[src/rtl/jsu_pkg.sv]
// Package for the JSON string unescape unit: result/command types, mode and
// error codes, UTF-8 constants. No dependencies.
package jsu_pkg;

  localparam int JSU_FIFO_DEPTH = 4;
  localparam int MAX_RESULTS    = 3;

  typedef enum logic [4:0] {
    MODE_IDLE = 5'b00001,
    MODE_STR  = 5'b00010,
    MODE_ESC  = 5'b00100,
    MODE_HEX  = 5'b01000,
    MODE_ERR  = 5'b10000
  } mode_t;

  typedef enum logic [1:0] {
    KIND_DATA  = 2'd0,
    KIND_CLOSE = 2'd1,
    KIND_ERROR = 2'd2
  } kind_t;

  localparam logic [2:0] ERR_NO_QUOTE     = 3'd0;
  localparam logic [2:0] ERR_TRUNC_ESCAPE = 3'd1;
  localparam logic [2:0] ERR_BAD_HEX      = 3'd2;
  localparam logic [2:0] ERR_UNKNOWN_ESC  = 3'd3;
  localparam logic [2:0] ERR_CONTROL      = 3'd4;
  localparam logic [2:0] ERR_UNTERMINATED = 3'd5;
  localparam logic [2:0] ERR_NONE         = 3'd0;

  localparam logic [7:0] UTF8_LEAD2    = 8'hC0;
  localparam logic [7:0] UTF8_LEAD3    = 8'hE0;
  localparam logic [7:0] UTF8_CONT     = 8'h80;
  localparam logic [7:0] CTRL_LIMIT    = 8'h20;
  localparam logic [15:0] CP_ONE_BYTE  = 16'h0080;
  localparam logic [15:0] CP_TWO_BYTE  = 16'h0800;

  typedef struct packed {
    kind_t      kind;
    logic [7:0] data;
    logic [2:0] err;
  } result_t;

  // One decoded input byte: up to three results, count of zero never queued
  typedef struct packed {
    logic [1:0]                     count;
    result_t [MAX_RESULTS-1:0]      item;
  } cmd_t;

  typedef struct packed {
    logic full;
    logic empty;
  } queue_status_t;

endpackage

[src/rtl/jsu_front.sv]
// Front end: accepts text bytes, tracks the string/escape mode and turns each
// byte into a command of up to three results. Depends on jsu_pkg.
module jsu_front import jsu_pkg::*; (
  input  logic          clk,
  input  logic          rst,
  input  logic          text_valid,
  input  logic [7:0]    text_byte,
  input  logic          end_of_text,
  input  queue_status_t q_status,
  output logic          text_stall,
  output logic          push,
  output cmd_t          cmd
);

  mode_t       mode, mode_next;
  logic [1:0]  hex_count, hex_count_next;
  logic [11:0] code_accum, code_accum_next;

  logic        accept;
  logic        is_hex;
  logic [3:0]  nib;
  logic [15:0] cp;
  logic [7:0]  esc_byte;
  logic        esc_simple;

  function automatic logic [4:0] hex_decode(input logic [7:0] c);
    logic [4:0] r;
    r = 5'd0;
    if (c >= "0" && c <= "9") begin
      r = {1'b1, c[3:0]};
    end else if ((c >= "a" && c <= "f") || (c >= "A" && c <= "F")) begin
      r = {1'b1, c[3:0] + 4'd9};
    end
    return r;
  endfunction

  assign text_stall = q_status.full;
  assign accept     = text_valid && !q_status.full;
  assign push       = accept && (cmd.count != 2'd0);

  assign {is_hex, nib} = hex_decode(text_byte);
  assign cp = {code_accum, nib};

  always_comb begin
    esc_simple = 1'b1;
    esc_byte   = 8'h00;
    case (text_byte)
      "\"":    esc_byte = "\"";
      "\\":    esc_byte = "\\";
      "/":     esc_byte = "/";
      "b":     esc_byte = 8'h08;
      "f":     esc_byte = 8'h0C;
      "n":     esc_byte = 8'h0A;
      "r":     esc_byte = 8'h0D;
      "t":     esc_byte = 8'h09;
      default: esc_simple = 1'b0;
    endcase
  end

  always_comb begin
    cmd             = '0;
    mode_next       = mode;
    hex_count_next  = hex_count;
    code_accum_next = code_accum;
    case (mode)
      MODE_IDLE: begin
        if (text_byte inside {8'h20, 8'h09, 8'h0D, 8'h0A}) begin
          mode_next = MODE_IDLE;
        end else if (text_byte == "\"") begin
          mode_next = MODE_STR;
          if (end_of_text) begin
            cmd.count   = 2'd1;
            cmd.item[0] = '{KIND_ERROR, 8'h00, ERR_UNTERMINATED};
            mode_next   = MODE_IDLE;
          end
        end else begin
          cmd.count   = 2'd1;
          cmd.item[0] = '{KIND_ERROR, 8'h00, ERR_NO_QUOTE};
          mode_next   = end_of_text ? MODE_IDLE : MODE_ERR;
        end
      end
      MODE_STR: begin
        if (text_byte == "\"") begin
          cmd.count   = 2'd1;
          cmd.item[0] = '{KIND_CLOSE, 8'h00, ERR_NONE};
          mode_next   = MODE_IDLE;
        end else if (text_byte == "\\") begin
          if (end_of_text) begin
            cmd.count   = 2'd1;
            cmd.item[0] = '{KIND_ERROR, 8'h00, ERR_TRUNC_ESCAPE};
            mode_next   = MODE_IDLE;
          end else begin
            mode_next = MODE_ESC;
          end
        end else if (text_byte < CTRL_LIMIT) begin
          cmd.count   = 2'd1;
          cmd.item[0] = '{KIND_ERROR, 8'h00, ERR_CONTROL};
          mode_next   = end_of_text ? MODE_IDLE : MODE_ERR;
        end else begin
          cmd.count   = 2'd1;
          cmd.item[0] = '{KIND_DATA, text_byte, ERR_NONE};
          if (end_of_text) begin
            cmd.count   = 2'd2;
            cmd.item[1] = '{KIND_ERROR, 8'h00, ERR_UNTERMINATED};
            mode_next   = MODE_IDLE;
          end
        end
      end
      MODE_ESC: begin
        if (esc_simple) begin
          cmd.count   = 2'd1;
          cmd.item[0] = '{KIND_DATA, esc_byte, ERR_NONE};
          mode_next   = MODE_STR;
          if (end_of_text) begin
            cmd.count   = 2'd2;
            cmd.item[1] = '{KIND_ERROR, 8'h00, ERR_UNTERMINATED};
            mode_next   = MODE_IDLE;
          end
        end else if (text_byte == "u") begin
          if (end_of_text) begin
            cmd.count   = 2'd1;
            cmd.item[0] = '{KIND_ERROR, 8'h00, ERR_TRUNC_ESCAPE};
            mode_next   = MODE_IDLE;
          end else begin
            mode_next       = MODE_HEX;
            hex_count_next  = 2'd0;
            code_accum_next = 12'd0;
          end
        end else begin
          cmd.count   = 2'd1;
          cmd.item[0] = '{KIND_ERROR, 8'h00, ERR_UNKNOWN_ESC};
          mode_next   = end_of_text ? MODE_IDLE : MODE_ERR;
        end
      end
      MODE_HEX: begin
        hex_count_next  = 2'd0;
        code_accum_next = 12'd0;
        if (end_of_text) begin
          cmd.count   = 2'd1;
          cmd.item[0] = '{KIND_ERROR, 8'h00, ERR_TRUNC_ESCAPE};
          mode_next   = MODE_IDLE;
        end else if (!is_hex) begin
          cmd.count   = 2'd1;
          cmd.item[0] = '{KIND_ERROR, 8'h00, ERR_BAD_HEX};
          mode_next   = MODE_ERR;
        end else if (hex_count != 2'd3) begin
          hex_count_next  = hex_count + 2'd1;
          code_accum_next = cp[11:0];
        end else begin
          mode_next = MODE_STR;
          if (cp < CP_ONE_BYTE) begin
            cmd.count   = 2'd1;
            cmd.item[0] = '{KIND_DATA, cp[7:0], ERR_NONE};
          end else if (cp < CP_TWO_BYTE) begin
            cmd.count   = 2'd2;
            cmd.item[0] = '{KIND_DATA, UTF8_LEAD2 | {3'b000, cp[10:6]}, ERR_NONE};
            cmd.item[1] = '{KIND_DATA, UTF8_CONT | {2'b00, cp[5:0]}, ERR_NONE};
          end else begin
            cmd.count   = 2'd3;
            cmd.item[0] = '{KIND_DATA, UTF8_LEAD3 | {4'b0000, cp[15:12]}, ERR_NONE};
            cmd.item[1] = '{KIND_DATA, UTF8_CONT | {2'b00, cp[11:6]}, ERR_NONE};
            cmd.item[2] = '{KIND_DATA, UTF8_CONT | {2'b00, cp[5:0]}, ERR_NONE};
          end
        end
      end
      MODE_ERR: begin
        mode_next = end_of_text ? MODE_IDLE : MODE_ERR;
      end
      default: begin
        mode_next = MODE_IDLE;
      end
    endcase
  end

  always_ff @(posedge clk) begin
    if (rst) begin
      mode       <= MODE_IDLE;
      hex_count  <= 2'd0;
      code_accum <= 12'd0;
    end else if (accept) begin
      mode       <= mode_next;
      hex_count  <= hex_count_next;
      code_accum <= code_accum_next;
    end
  end

endmodule

[src/rtl/jsu_queue.sv]
// Command queue between front and back end, a small circular buffer.
// Depends on jsu_pkg.
module jsu_queue import jsu_pkg::*; #(
  parameter int DEPTH = JSU_FIFO_DEPTH
) (
  input  logic          clk,
  input  logic          rst,
  input  logic          push,
  input  cmd_t          push_cmd,
  input  logic          pop,
  output cmd_t          head,
  output queue_status_t status
);

  localparam int PtrW = (DEPTH > 1) ? $clog2(DEPTH) : 1;
  localparam int CntW = $clog2(DEPTH + 1);
  localparam logic [PtrW-1:0] LastPtr = PtrW'(DEPTH - 1);

  cmd_t            mem [DEPTH];
  logic [PtrW-1:0] wr_ptr, rd_ptr;
  logic [CntW-1:0] count;
  logic            do_push, do_pop;

  assign status.full  = (count == CntW'(DEPTH));
  assign status.empty = (count == '0);
  assign do_push = push && !status.full;
  assign do_pop  = pop && !status.empty;
  assign head    = mem[rd_ptr];

  always_ff @(posedge clk) begin
    if (do_push) begin
      mem[wr_ptr] <= push_cmd;
    end
  end

  always_ff @(posedge clk) begin
    if (rst) begin
      wr_ptr <= '0;
      rd_ptr <= '0;
      count  <= '0;
    end else begin
      if (do_push) begin
        wr_ptr <= (wr_ptr == LastPtr) ? '0 : wr_ptr + 1'b1;
      end
      if (do_pop) begin
        rd_ptr <= (rd_ptr == LastPtr) ? '0 : rd_ptr + 1'b1;
      end
      if (do_push && !do_pop) begin
        count <= count + 1'b1;
      end else if (do_pop && !do_push) begin
        count <= count - 1'b1;
      end
    end
  end

endmodule

[src/rtl/jsu_back.sv]
// Back end: moves queue-head results one per cycle, unless stalled, into the
// output register and marks the final result of each byte. Depends on jsu_pkg.
module jsu_back import jsu_pkg::*; (
  input  logic          clk,
  input  logic          rst,
  input  cmd_t          head,
  input  queue_status_t q_status,
  output logic          pop,
  input  logic          result_stall,
  output logic          result_valid,
  output logic [1:0]    kind,
  output logic [7:0]    data_byte,
  output logic [2:0]    error_code,
  output logic          last
);

  logic [1:0] slot;
  logic       load;
  logic       slot_last;
  result_t    cur;

  assign load      = (!result_valid || !result_stall) && !q_status.empty;
  assign slot_last = (slot == head.count - 2'd1);
  assign pop       = load && slot_last;
  assign cur       = head.item[slot];

  always_ff @(posedge clk) begin
    if (rst) begin
      result_valid <= 1'b0;
      slot         <= 2'd0;
    end else begin
      if (load) begin
        result_valid <= 1'b1;
        slot         <= slot_last ? 2'd0 : slot + 2'd1;
      end else if (!result_stall) begin
        result_valid <= 1'b0;
      end
    end
  end

  always_ff @(posedge clk) begin
    if (load) begin
      kind       <= cur.kind;
      data_byte  <= cur.data;
      error_code <= cur.err;
      last       <= slot_last;
    end
  end

endmodule

[src/rtl/json_string_unescape_unit.sv]
// Top level of the JSON string unescape unit: front end, command queue and
// back end. Depends on jsu_pkg, jsu_front, jsu_queue, jsu_back.
//
// Input channel: text_byte/end_of_text with text_valid, text_stall. One raw
// byte is taken per cycle while the command queue has room; text_stall is
// the queue-full flag.
// Output channel: kind/data_byte/error_code/last with result_valid and
// result_stall. One result leaves per cycle while result_stall is low; last
// marks the final result caused by one input byte. Bytes that cause no
// result (whitespace, the opening quote, escape prefixes, the first three
// hex digits of a \u escape, bytes after an error) are absorbed.
// The edge that takes a byte writes its command into the queue; the output
// register then loads its results from the queue head.
// Throughput: one byte per cycle sustained while each gives at most one
// result and the receiver does not stall; a \u escape emitting two or three
// UTF-8 bytes holds the back end; the FIFO_DEPTH-command queue absorbs this.
// When the receiver stalls, the output register holds, the queue fills and
// text_stall rises once it is full.
// Reset (rst, synchronous): mode goes idle, queue and output are emptied.
module json_string_unescape_unit import jsu_pkg::*; #(
  parameter int FIFO_DEPTH = JSU_FIFO_DEPTH
) (
  input  logic       clk,
  input  logic       rst,
  input  logic       text_valid,
  output logic       text_stall,
  input  logic [7:0] text_byte,
  input  logic       end_of_text,
  output logic       result_valid,
  input  logic       result_stall,
  output logic [1:0] kind,
  output logic [7:0] data_byte,
  output logic [2:0] error_code,
  output logic       last
);

  queue_status_t q_status;
  cmd_t          push_cmd, head;
  logic          push, pop;

  jsu_front u_front (
    .clk        (clk),
    .rst        (rst),
    .text_valid (text_valid),
    .text_byte  (text_byte),
    .end_of_text(end_of_text),
    .q_status   (q_status),
    .text_stall (text_stall),
    .push       (push),
    .cmd        (push_cmd)
  );

  jsu_queue #(
    .DEPTH(FIFO_DEPTH)
  ) u_queue (
    .clk     (clk),
    .rst     (rst),
    .push    (push),
    .push_cmd(push_cmd),
    .pop     (pop),
    .head    (head),
    .status  (q_status)
  );

  jsu_back u_back (
    .clk         (clk),
    .rst         (rst),
    .head        (head),
    .q_status    (q_status),
    .pop         (pop),
    .result_stall(result_stall),
    .result_valid(result_valid),
    .kind        (kind),
    .data_byte   (data_byte),
    .error_code  (error_code),
    .last        (last)
  );

endmodule

[config.mk]
export PLATFORM = sky130hd
export DESIGN_NAME = json_string_unescape_unit
export DESIGN_NICKNAME = d
export VERILOG_FILES = /design/src/rtl/jsu_pkg.sv /design/src/rtl/jsu_front.sv /design/src/rtl/jsu_queue.sv /design/src/rtl/jsu_back.sv /design/src/rtl/json_string_unescape_unit.sv
export SDC_FILE = /design/constraint.sdc
export NUM_CORES = 1
export LEC_CHECK = 0
export ABC_CLOCK_PERIOD_IN_PS = 10620
export BUFFER_PORTS_ARGS = -buffer_cell sky130_fd_sc_hd__buf_2
export CORE_MARGIN = 8
export CORE_UTILIZATION = 50
export DETAILED_ROUTE_END_ITERATION = 8
export PLACE_DENSITY_LB_ADDON = 0.25
export SLEW_MARGIN = 10
export SYNTH_ARGS = -nofsm -noshare
export SYNTH_HDL_FRONTEND = slang
export SYNTH_SLANG_ARGS = --single-unit
[constraint.sdc]
create_clock -name clk -period 10.62 [get_ports clk]
set_clock_uncertainty 0.1 [all_clocks]
set_input_delay 2.124 -clock clk [delete_from_list [all_inputs] [get_ports clk]]
set_output_delay 2.124 -clock clk [all_outputs]
set_load 0.02 [all_outputs]
Yosys cells after proc, flatten, opt, wreduce, memory -nomap -nowiden:

Memories as Yosys holds them, arrays and structs flattened. A register that Yosys moved wholly into a read port is not among the register bits.
Index checks and enable logic that the tools add are counted.
Widths: inputs -> output; s select.

* register bits: 43
* latch bits: 0
* memory bits (writable): 164
* ROM bits: 0
* bits of input ports: 13
* output and inout bits: 16
* word-level logic and storage cells: 173
* memories kept: 1

* $add $sub $neg: 8
* multipliers: 0
* divide/modulo/power cells: 0
* $lt $le $gt $ge: 10
* equality and inequality tests: 29
* shift operators: 0
* mux-type cells: 86
* bitwise logic cells: 0
* reductions and logical operators: 27

Memories
* u_queue.mem: words 4, bits a word 41, read ports 1, clocked after memory_dff 1, wr ports 1, line jsu_queue.sv:19 `cmd_t mem [DEPTH];`

Operator list (number)
* $mux 13: 18
* $mux 26: 3
* $mux 12: 6
* $mux 5: 14
* $eq 8x7->1 const B: 7
* $pmux 7 s8: 1
* $pmux 13 s4: 1
* $mux 2: 22
* $mux 41: 1
* $pmux 13 s3: 1
* $bmux 13 s2: 1
* $pmux 5 s5: 1
* $eq 8x4->1 const B: 3
* $eq 8x6->1 const B: 3
* $pmux 12 s2: 1
* $mux 22: 1
* $ge 8x7->1 const B: 2
* $le 8x7->1 const B: 2
* $lt 16x12->1 const B: 1
* $lt 16x8->1 const B: 1
* $logic_and 1x1->1: 11
* $mux 11: 1
* $mux 3: 3
* $add 2x1->2 const B: 4
* 32 further kinds: 51

Logic depth before layout (Yosys ltp):

Gate-level depths: netlist of the first run.

* depth after elaboration: 19
* mapped depth: 14
* depth with buffers taken out: 14

By module:

From an unflattened synthesis of the first run, not the netlist that was laid out.

* cells, all modules: 673
* area, all modules: 9688.0 um^2

By module, submodules not included
* jsu_queue: instances 1, cells an instance 265, area each 6409.9 um^2, seq. area each 5104.9 um^2
* jsu_front: instances 1, cells an instance 328, area each 2398.6 um^2, seq. area each 380.4 um^2
* jsu_back: instances 1, cells an instance 80, area each 879.6 um^2, seq. area each 480.5 um^2

Least setup slack after synthesis of the first run:

OpenSTA, ideal clock, no wires.

* kind: input-to-reg
* from: in text_byte[0]
* to: reg u_queue.count[2]
* setup time: 0.071 ns
* data arrival time: 5.101 ns
* required time: 10.449 ns
* setup slack: 5.348 ns
* stages: 14
* path buffers: 0
* cells stage by stage: inv_1 ha_1 o21bai_1 a2111oi_4 a21oi_2 nand3b_1 nor2_2 o31a_4 ha_1 inv_1 fa_1 xor2_1 or3_1 a21oi_1

* longest elaborated chain between the ends: 18
* elaborated cells on any way between the ends: 53
* those cells by class: add/sub (1); order compare (9); eq/ne (13); mux (17); reduce/logical (13)

Ends and longest elaborated chain
* start, declared: line json_string_unescape_unit.sv:27 `input logic [7:0] text_byte,`
* $ge 8x7->1 / $le 8x7->1 (equally long branches): line jsu_front.sv:31 `end else if ((c >= "a" && c <= "f") || (c >= "A" && c <= "F")) begin`
* $logic_and 1x1->1: line jsu_front.sv:31
* $logic_or 1x1->1: line jsu_front.sv:31
* $mux 5: line jsu_front.sv:31
* $mux 5: line jsu_front.sv:29 `if (c >= "0" && c <= "9") begin`
* $lt 16x12->1: line jsu_front.sv:154 `end else if (cp < CP_TWO_BYTE) begin`
* $mux 1: line jsu_front.sv:154
* $mux 2: line jsu_front.sv:151 `if (cp < CP_ONE_BYTE) begin`
* (+3 left out)
* $pmux 2 s4 (*): line jsu_front.sv:65 `case (mode)`
* $reduce_bool 2->1 (*): line jsu_front.sv:39 `assign push = accept && (cmd.count != 2'd0);`
* $logic_and 1x1->1 (*): line jsu_front.sv:39
* $logic_and 1x1->1 (*): line jsu_queue.sv:26 `assign do_push = push && !status.full;`
* named net u_queue.do_push: line jsu_queue.sv:22 `logic do_push, do_pop;`
* $logic_not 1->1: line jsu_queue.sv:50 `end else if (do_pop && !do_push) begin`
* $logic_and 1x1->1: line jsu_queue.sv:50
* $reduce_bool 2->1 (no line)
* end signal, assigned: line jsu_queue.sv:49 `count <= count + 1'b1;`
* end signal, assigned: line jsu_queue.sv:51 `count <= count - 1'b1;`
* end, declared: line jsu_queue.sv:21 `logic [CntW-1:0] count;`

The timed path passes the listed nets; every way through them passes the cells marked *.
A chain may end at the register's enable or synchronous reset.

Worst setup path in the final report of the first run:

Ends and elaborated chain as after synthesis.

==> results of run 1 <==
-- worst reg2reg max path, stage by stage (launching register included) --
cell and delay, ns:
dfxtp_1 0.38, nor3_2 0.39, nand3_1 0.35, nor2_1 0.24
nand3b_1 0.49, nor2_2 0.47, o31a_4 0.25, ha_1 0.19
inv_1 0.06, fa_1 0.38, xor2_1 0.18, or3_1 0.30
a21oi_1 0.14
-- state kept, by name (all words and copies together) (netlist names), 3 cells and up, named ones only --
name and flops:
u_front.mode 5, u_front.code_accum 12, u_back.data_byte 8, u_queue.count 3, u_queue.mem 120, u_back.error_code 3
-- through the flow --
step                instances  utilization, %
floorplan                 553               -
CTS                       781            56.4
global route              781            56.4
finish                    781            56.4
global placement          749            52.5
detailed placement        749            52.5
-- final cells by class --
type,instances,share of cell area (%)
Clock buffer,25,6.11
Clock inverter,7,0.797
Inverter,19,0.841
Multi-Input combinational cell,343,32.5
Sequential cell,165,54.8
Tap cell,188,2.77
Timing Repair Buffer,34,2.18
-- routing by layer --
metal  up-vias  GRT usage, %
met5         -             0
met4         0          7.39
met3        25          3.55
met2       128          28.6
met1      2367          22.3
li1       2194             -
-- layout by cell type, fill, tap and decap left out, types with 4 or more instances in the layout --
cell and n:
nand2_1 37, nand2b_1 12, nor2_1 30, nor2b_1 7, dfxtp_1 29, o22ai_1 7
nand3b_1 6, edfxtp_1 134, nor3b_1 6, nand4_1 4, nand3_1 19, a21o_1 6
ha_1 12, buf_4 6, o21bai_1 4, clkbuf_1 4, and2_1 9, xnor2_1 4
or3_1 4, a22oi_1 6, a21oi_1 35, nor4_1 8, mux4_2 30, clkbuf_16 19
o21ai_0 13, nor3_1 10, and3_1 5, mux2i_1 13, inv_1 19, buf_2 28
-- power by group --
group          leakage (nW)  internal (mW)  total (mW)  switching (mW)
sequential             1.51          0.825       0.871          0.0465
clock                 0.281          0.362       0.591           0.229
combinational          1.07          0.202       0.470           0.268
-- kinds of logic (layout without fill, tap and decap cells) --
group                      after synthesis  after routing  synth area share [%]
AOI/OAI and AO/OA                      105            105                  9.78
xor gates and xnor gates                 7              7                 0.808
adders and majority gates               13             13                  2.24
buffers and inverters                   45             85                  2.46
DFF                                    165            165                  61.2
muxes                                   45             45                  10.9
and+or+nand+nor                        173            173                  12.5
-- worst min path at each step --
stage | slack, ns | startpoint | end | cells after the start
after floorplan | 0.34 | u_front.hex_count[1] | u_front.hex_count[1] | 2
after detailed placement | 0.35 | u_front.hex_count[1] | u_front.hex_count[1] | 2
after CTS | 0.36 | u_front.hex_count[1] | u_front.hex_count[1] | 2
after global placement | 0.34 | u_front.hex_count[1] | u_front.hex_count[1] | 2
final | 0.36 | u_front.hex_count[1] | u_front.hex_count[1] | 2
after global routing | 0.38 | u_front.hex_count[1] | u_front.hex_count[1] | 2
==> results.cfg, run 1 <==
[cts]
insertion_delay_ns = 0.42
clock_sinks = 165
cts_tree = done
ctsHoldBuffers = 0
clk_pin_slew_ns = 0.06
numCtsBuffers = 17
cts_max_level = 4
cts_resized = 0
root_buffer = clkbuf_16
clock_path_buffers = 2
post_cts_buffers = 0

[detailed_routing]
first_iter_violations = 383
wl_met1_um = 7280
dr_wl_met2_um = 7950
highest_layer = met4
met3_length_um = 716
postRouteAntennaNets = 0
drtPass1Iterations = 5
drt-total-wl_um = 16200
drc = 0
via_per_inst = 6.04
drt-wirelength-per-cell_um = 20.8
vias = 4714

[grt]
grt_pass1_wl_um = 26100
antenna_found_initial = 0
grt_pass1_vias = 4708
grt.total_usage_pct = 17.5
grt_max_degree = 32
grt.overflow.total = 0

[yosys]
synth.net_count = 579
synthMostInstantiatedCell = edfxtp_1
yosys_register_bits = 165
mappedNetlistArea_mm2 = 0.00758
synth_edf_count = 134
synthTopCellsByArea = edfxtp_1, mux4_2, dfxtp_1, a21oi_1, ha_1
avgSynthCellArea_um2 = 13.7
synthTopCellsByCount = edfxtp_1, nand2_1, a21oi_1
synth.distinct_cells = 69
yosysSeqAreaShare_pct = 61.2
synth_area_leader_cell = edfxtp_1
synth_top_cell_area_share_pct = 53.1
synthCells = 553
async_flop_share_pct = 0
synth_warnings = 0
synth_flop_cell = edfxtp_1

[sta]
drv_slew = 0
fin_crit_ns = 5.90
worst_pin_slew_ns = 1.03
finalSetupTns_ns = 0
holdWs_ns = 0.362
fin_crit_sh_pct = 55.6
finalSetupViolCount = 0
hold_viol = 0
setup_ws_ns = 4.72
rsz0062_at_grt = false
slew_headroom_pct = 31.5
fmax_ghz = 0.170

[critical_path]
crit_end = u_queue.count[2]
path_class = input port to register
path_cells = buf_2 > inv_1 > ha_1 > o21bai_1 > a2111oi_4 > a21oi_2 > nand3b_1 > nor2_2 > o31a_4 > ha_1 > inv_1 > fa_1 > xor2_1 > or3_1 > a21oi_1
critPathLaunchType = input port
cp-end-kind = register
critPathSlowestCell = nand3b_1
required_ns = 10.87
r2r-start = u_front.mode[1]
r2r-end = u_queue.count[2]
r2r_cells = 12
r2r_slack_ns = 6.63
worst-path-max-fanout = 18
crit_family = simple AND/OR/NAND/NOR gates
critPathBufInv = 3
critPathMaxStageDelay_ns = 0.62
cp.arrival_ns = 6.15
cp_num_cells = 15
crit_start = text_byte[0]

[run]
max-cap-violations = 0

[floorplanning]
die_x_um = 139
core-area_mm2 = 0.0150
boundaryPins = 29
die_y_um = 139
initial_utilization_pct = 50.4
dieArea_mm2 = 0.0194
rows = 45

[final_layout]
fin_area_mm2 = 0.00848
layout-drive-gt1-share_pct = 19.6
seq_area_mm2 = 0.00465
fill_cells = 1184
antenna_cells = 0
num-nets-final = 606
synthToLayoutAreaGrowth_pct = 11.8
multi_input_area_mm2 = 0.00276

[power]
irDropWorstVdd_uv = 131
power_mw = 1.93
powerDensity_mw_per_mm2 = 228
p_leak_nw = 2.85

[worst_hold_path]
hp-class = register to register

[placed_design]
dpl_worst_slack_ns = 4.33
gp_congestion = 0.873
portBuffers = 28
hpwl_um = 11000
placed_cell_area_mm2 = 0.00790

[outcome]
status = complete, no violations
No activity file was read; power rests on OpenSTA's default activity.
==> inputs of run 2 (changes only) <==
- ABC_CLOCK_PERIOD_IN_PS: 10620 -> 5660
- clock period: 10.62 -> 5.66 ns (I/O delays scaled with it)
==> run 2 against run 1 <==
Sequential share of layout area rose by 0.11 points; flip-flop and latch count did not move; sequential power grew 91%; cell count rose by 0.13%; final area down 0.22%; setup slack got worse by 3.4 ns; clock-buffer cell count fell by 5; global-route usage is 0.62 points lower; wire length is 3.1% lower; largest cell class unchanged.
==> results.cfg, run 2 (synthesis results as in run 1) <==
[sta]
hold_viol = 0
fmax_ghz = 0.228
worst_pin_slew_ns = 1.04
fin_crit_sh_pct = 77.3
finalSetupViolCount = 0
drv_slew = 0
finalSetupTns_ns = 0
fin_crit_ns = 4.38
rsz0062_at_grt = false
slew_headroom_pct = 30.8
holdWs_ns = 0.364

[detailed_routing]
drc = 0
highest_layer = met4
dr_wl_met2_um = 7410
postRouteAntennaNets = 0
first_iter_violations = 387
drt-total-wl_um = 15700
met3_length_um = 913
drt-wirelength-per-cell_um = 20.1
via_per_inst = 6.07
drtPass1Iterations = 5
wl_met1_um = 7040
vias = 4747

[outcome]
status = complete, no violations

[final_layout]
layout-drive-gt1-share_pct = 19.9
synthToLayoutAreaGrowth_pct = 11.6
final_common_cell = edfxtp_1
num-nets-final = 607
largest_register_ffs = 120
fill_cells = 1180
reg_top3 = u_queue.mem: 120 flops, u_front.code_accum: 12 flops, u_back.data_byte: 8 flops
antenna_cells = 0
layout_common_cells = edfxtp_1, nand2_1, a21oi_1
regMostFlops = u_queue.mem
fin_area_mm2 = 0.00846

[cts]
ctsHoldBuffers = 0
cts_max_level = 4
root_buffer = clkbuf_16
clk_pin_slew_ns = 0.06
insertion_delay_ns = 0.43
post_cts_buffers = 0
clock_path_buffers = 2
cts_tree = done
cts_resized = 0
numCtsBuffers = 17
clock_sinks = 165

[floorplanning]
dieArea_mm2 = 0.0194
rows = 45
boundaryPins = 29
die_x_um = 139
core-area_mm2 = 0.0150
die_y_um = 139
initial_utilization_pct = 50.4

[critical_path]
cp-end-kind = register
worst-path-max-fanout = 16
path_class = input port to register
cp.arrival_ns = 4.62
required_ns = 5.91
critPathLaunchType = input port

[grt]
grt.total_usage_pct = 16.9
grt_pass1_vias = 4629
antenna_found_initial = 0
grt.overflow.total = 0
grt_max_degree = 32
grt_pass1_wl_um = 25200

[power]
powerDensity_mw_per_mm2 = 424
p_leak_nw = 2.84
irDropWorstVdd_uv = 245

[placed_design]
hpwl_um = 10500
placed_cell_area_mm2 = 0.00790
gp_congestion = 0.949
portBuffers = 28

[worst_hold_path]
hp-class = register to register

[run]
max-cap-violations = 0
-- run 2: layer usage --
metal  vias up  track usage (%)
met2       158             26.2
met1      2358             21.9
met4         0             8.67
li1       2207                -
met5         -                0
met3        24             3.79
-- run 2: critical path, cell delays in order --
cell,delay [ns]
buf_2,0.14
inv_1,0.15
ha_1,0.22
o21bai_1,0.13
a2111oi_4,0.55
a21oi_2,0.26
nand3b_1,0.26
nor2_2,0.29
o31a_4,0.24
ha_1,0.18
inv_1,0.06
fa_1,0.37
xor2_1,0.17
or3_1,0.30
a21oi_1,0.15
-- run 2: per-stage QoR --
stage          power, mW  setup slack [ns]  std cells  utilization [%]
2_1_floorplan       2.31              1.38        553                -
3_3_place_gp        2.53              1.07        750             52.6
3_5_place_dp        2.55             0.863        750             52.6
4_1_cts             3.62              1.30        782             56.3
5_1_grt             3.76              1.04        782             56.3
6_report            3.58              1.28        782             56.3
-- run 2: layout make-up --
class	instances	area [um2]	area share, %
timing repair buffer	35	193	2.28
clock buffer	20	457	5.40
tap	188	235	2.78
sequential	165	4650	54.9
multi-input combinational	343	2760	32.6
clock inverter	12	104	1.23
inverter	19	71.3	0.843
-- run 2: power by group --
| group | internal (mW) | switching (mW) |
|---|---|---|
| clock | 0.625 | 0.449 |
| sequential | 1.55 | 0.117 |
| combinational | 0.378 | 0.468 |
-- run 2: final timing paths --
| path | start | to | slack (ns) | cells past startpoint |
|---|---|---|---|---|
| worst max-delay path | text_byte[0] | u_queue.count[2] | 1.28 | 15 |
| worst max register to register | register | u_queue.count[2] | 1.97 | 12 |
| worst min-delay path | u_front.hex_count[1] | u_front.hex_count[1] | 0.36 | 2 |
| worst min register to register | u_front.hex_count[1] | u_front.hex_count[1] | 0.36 | 2 |
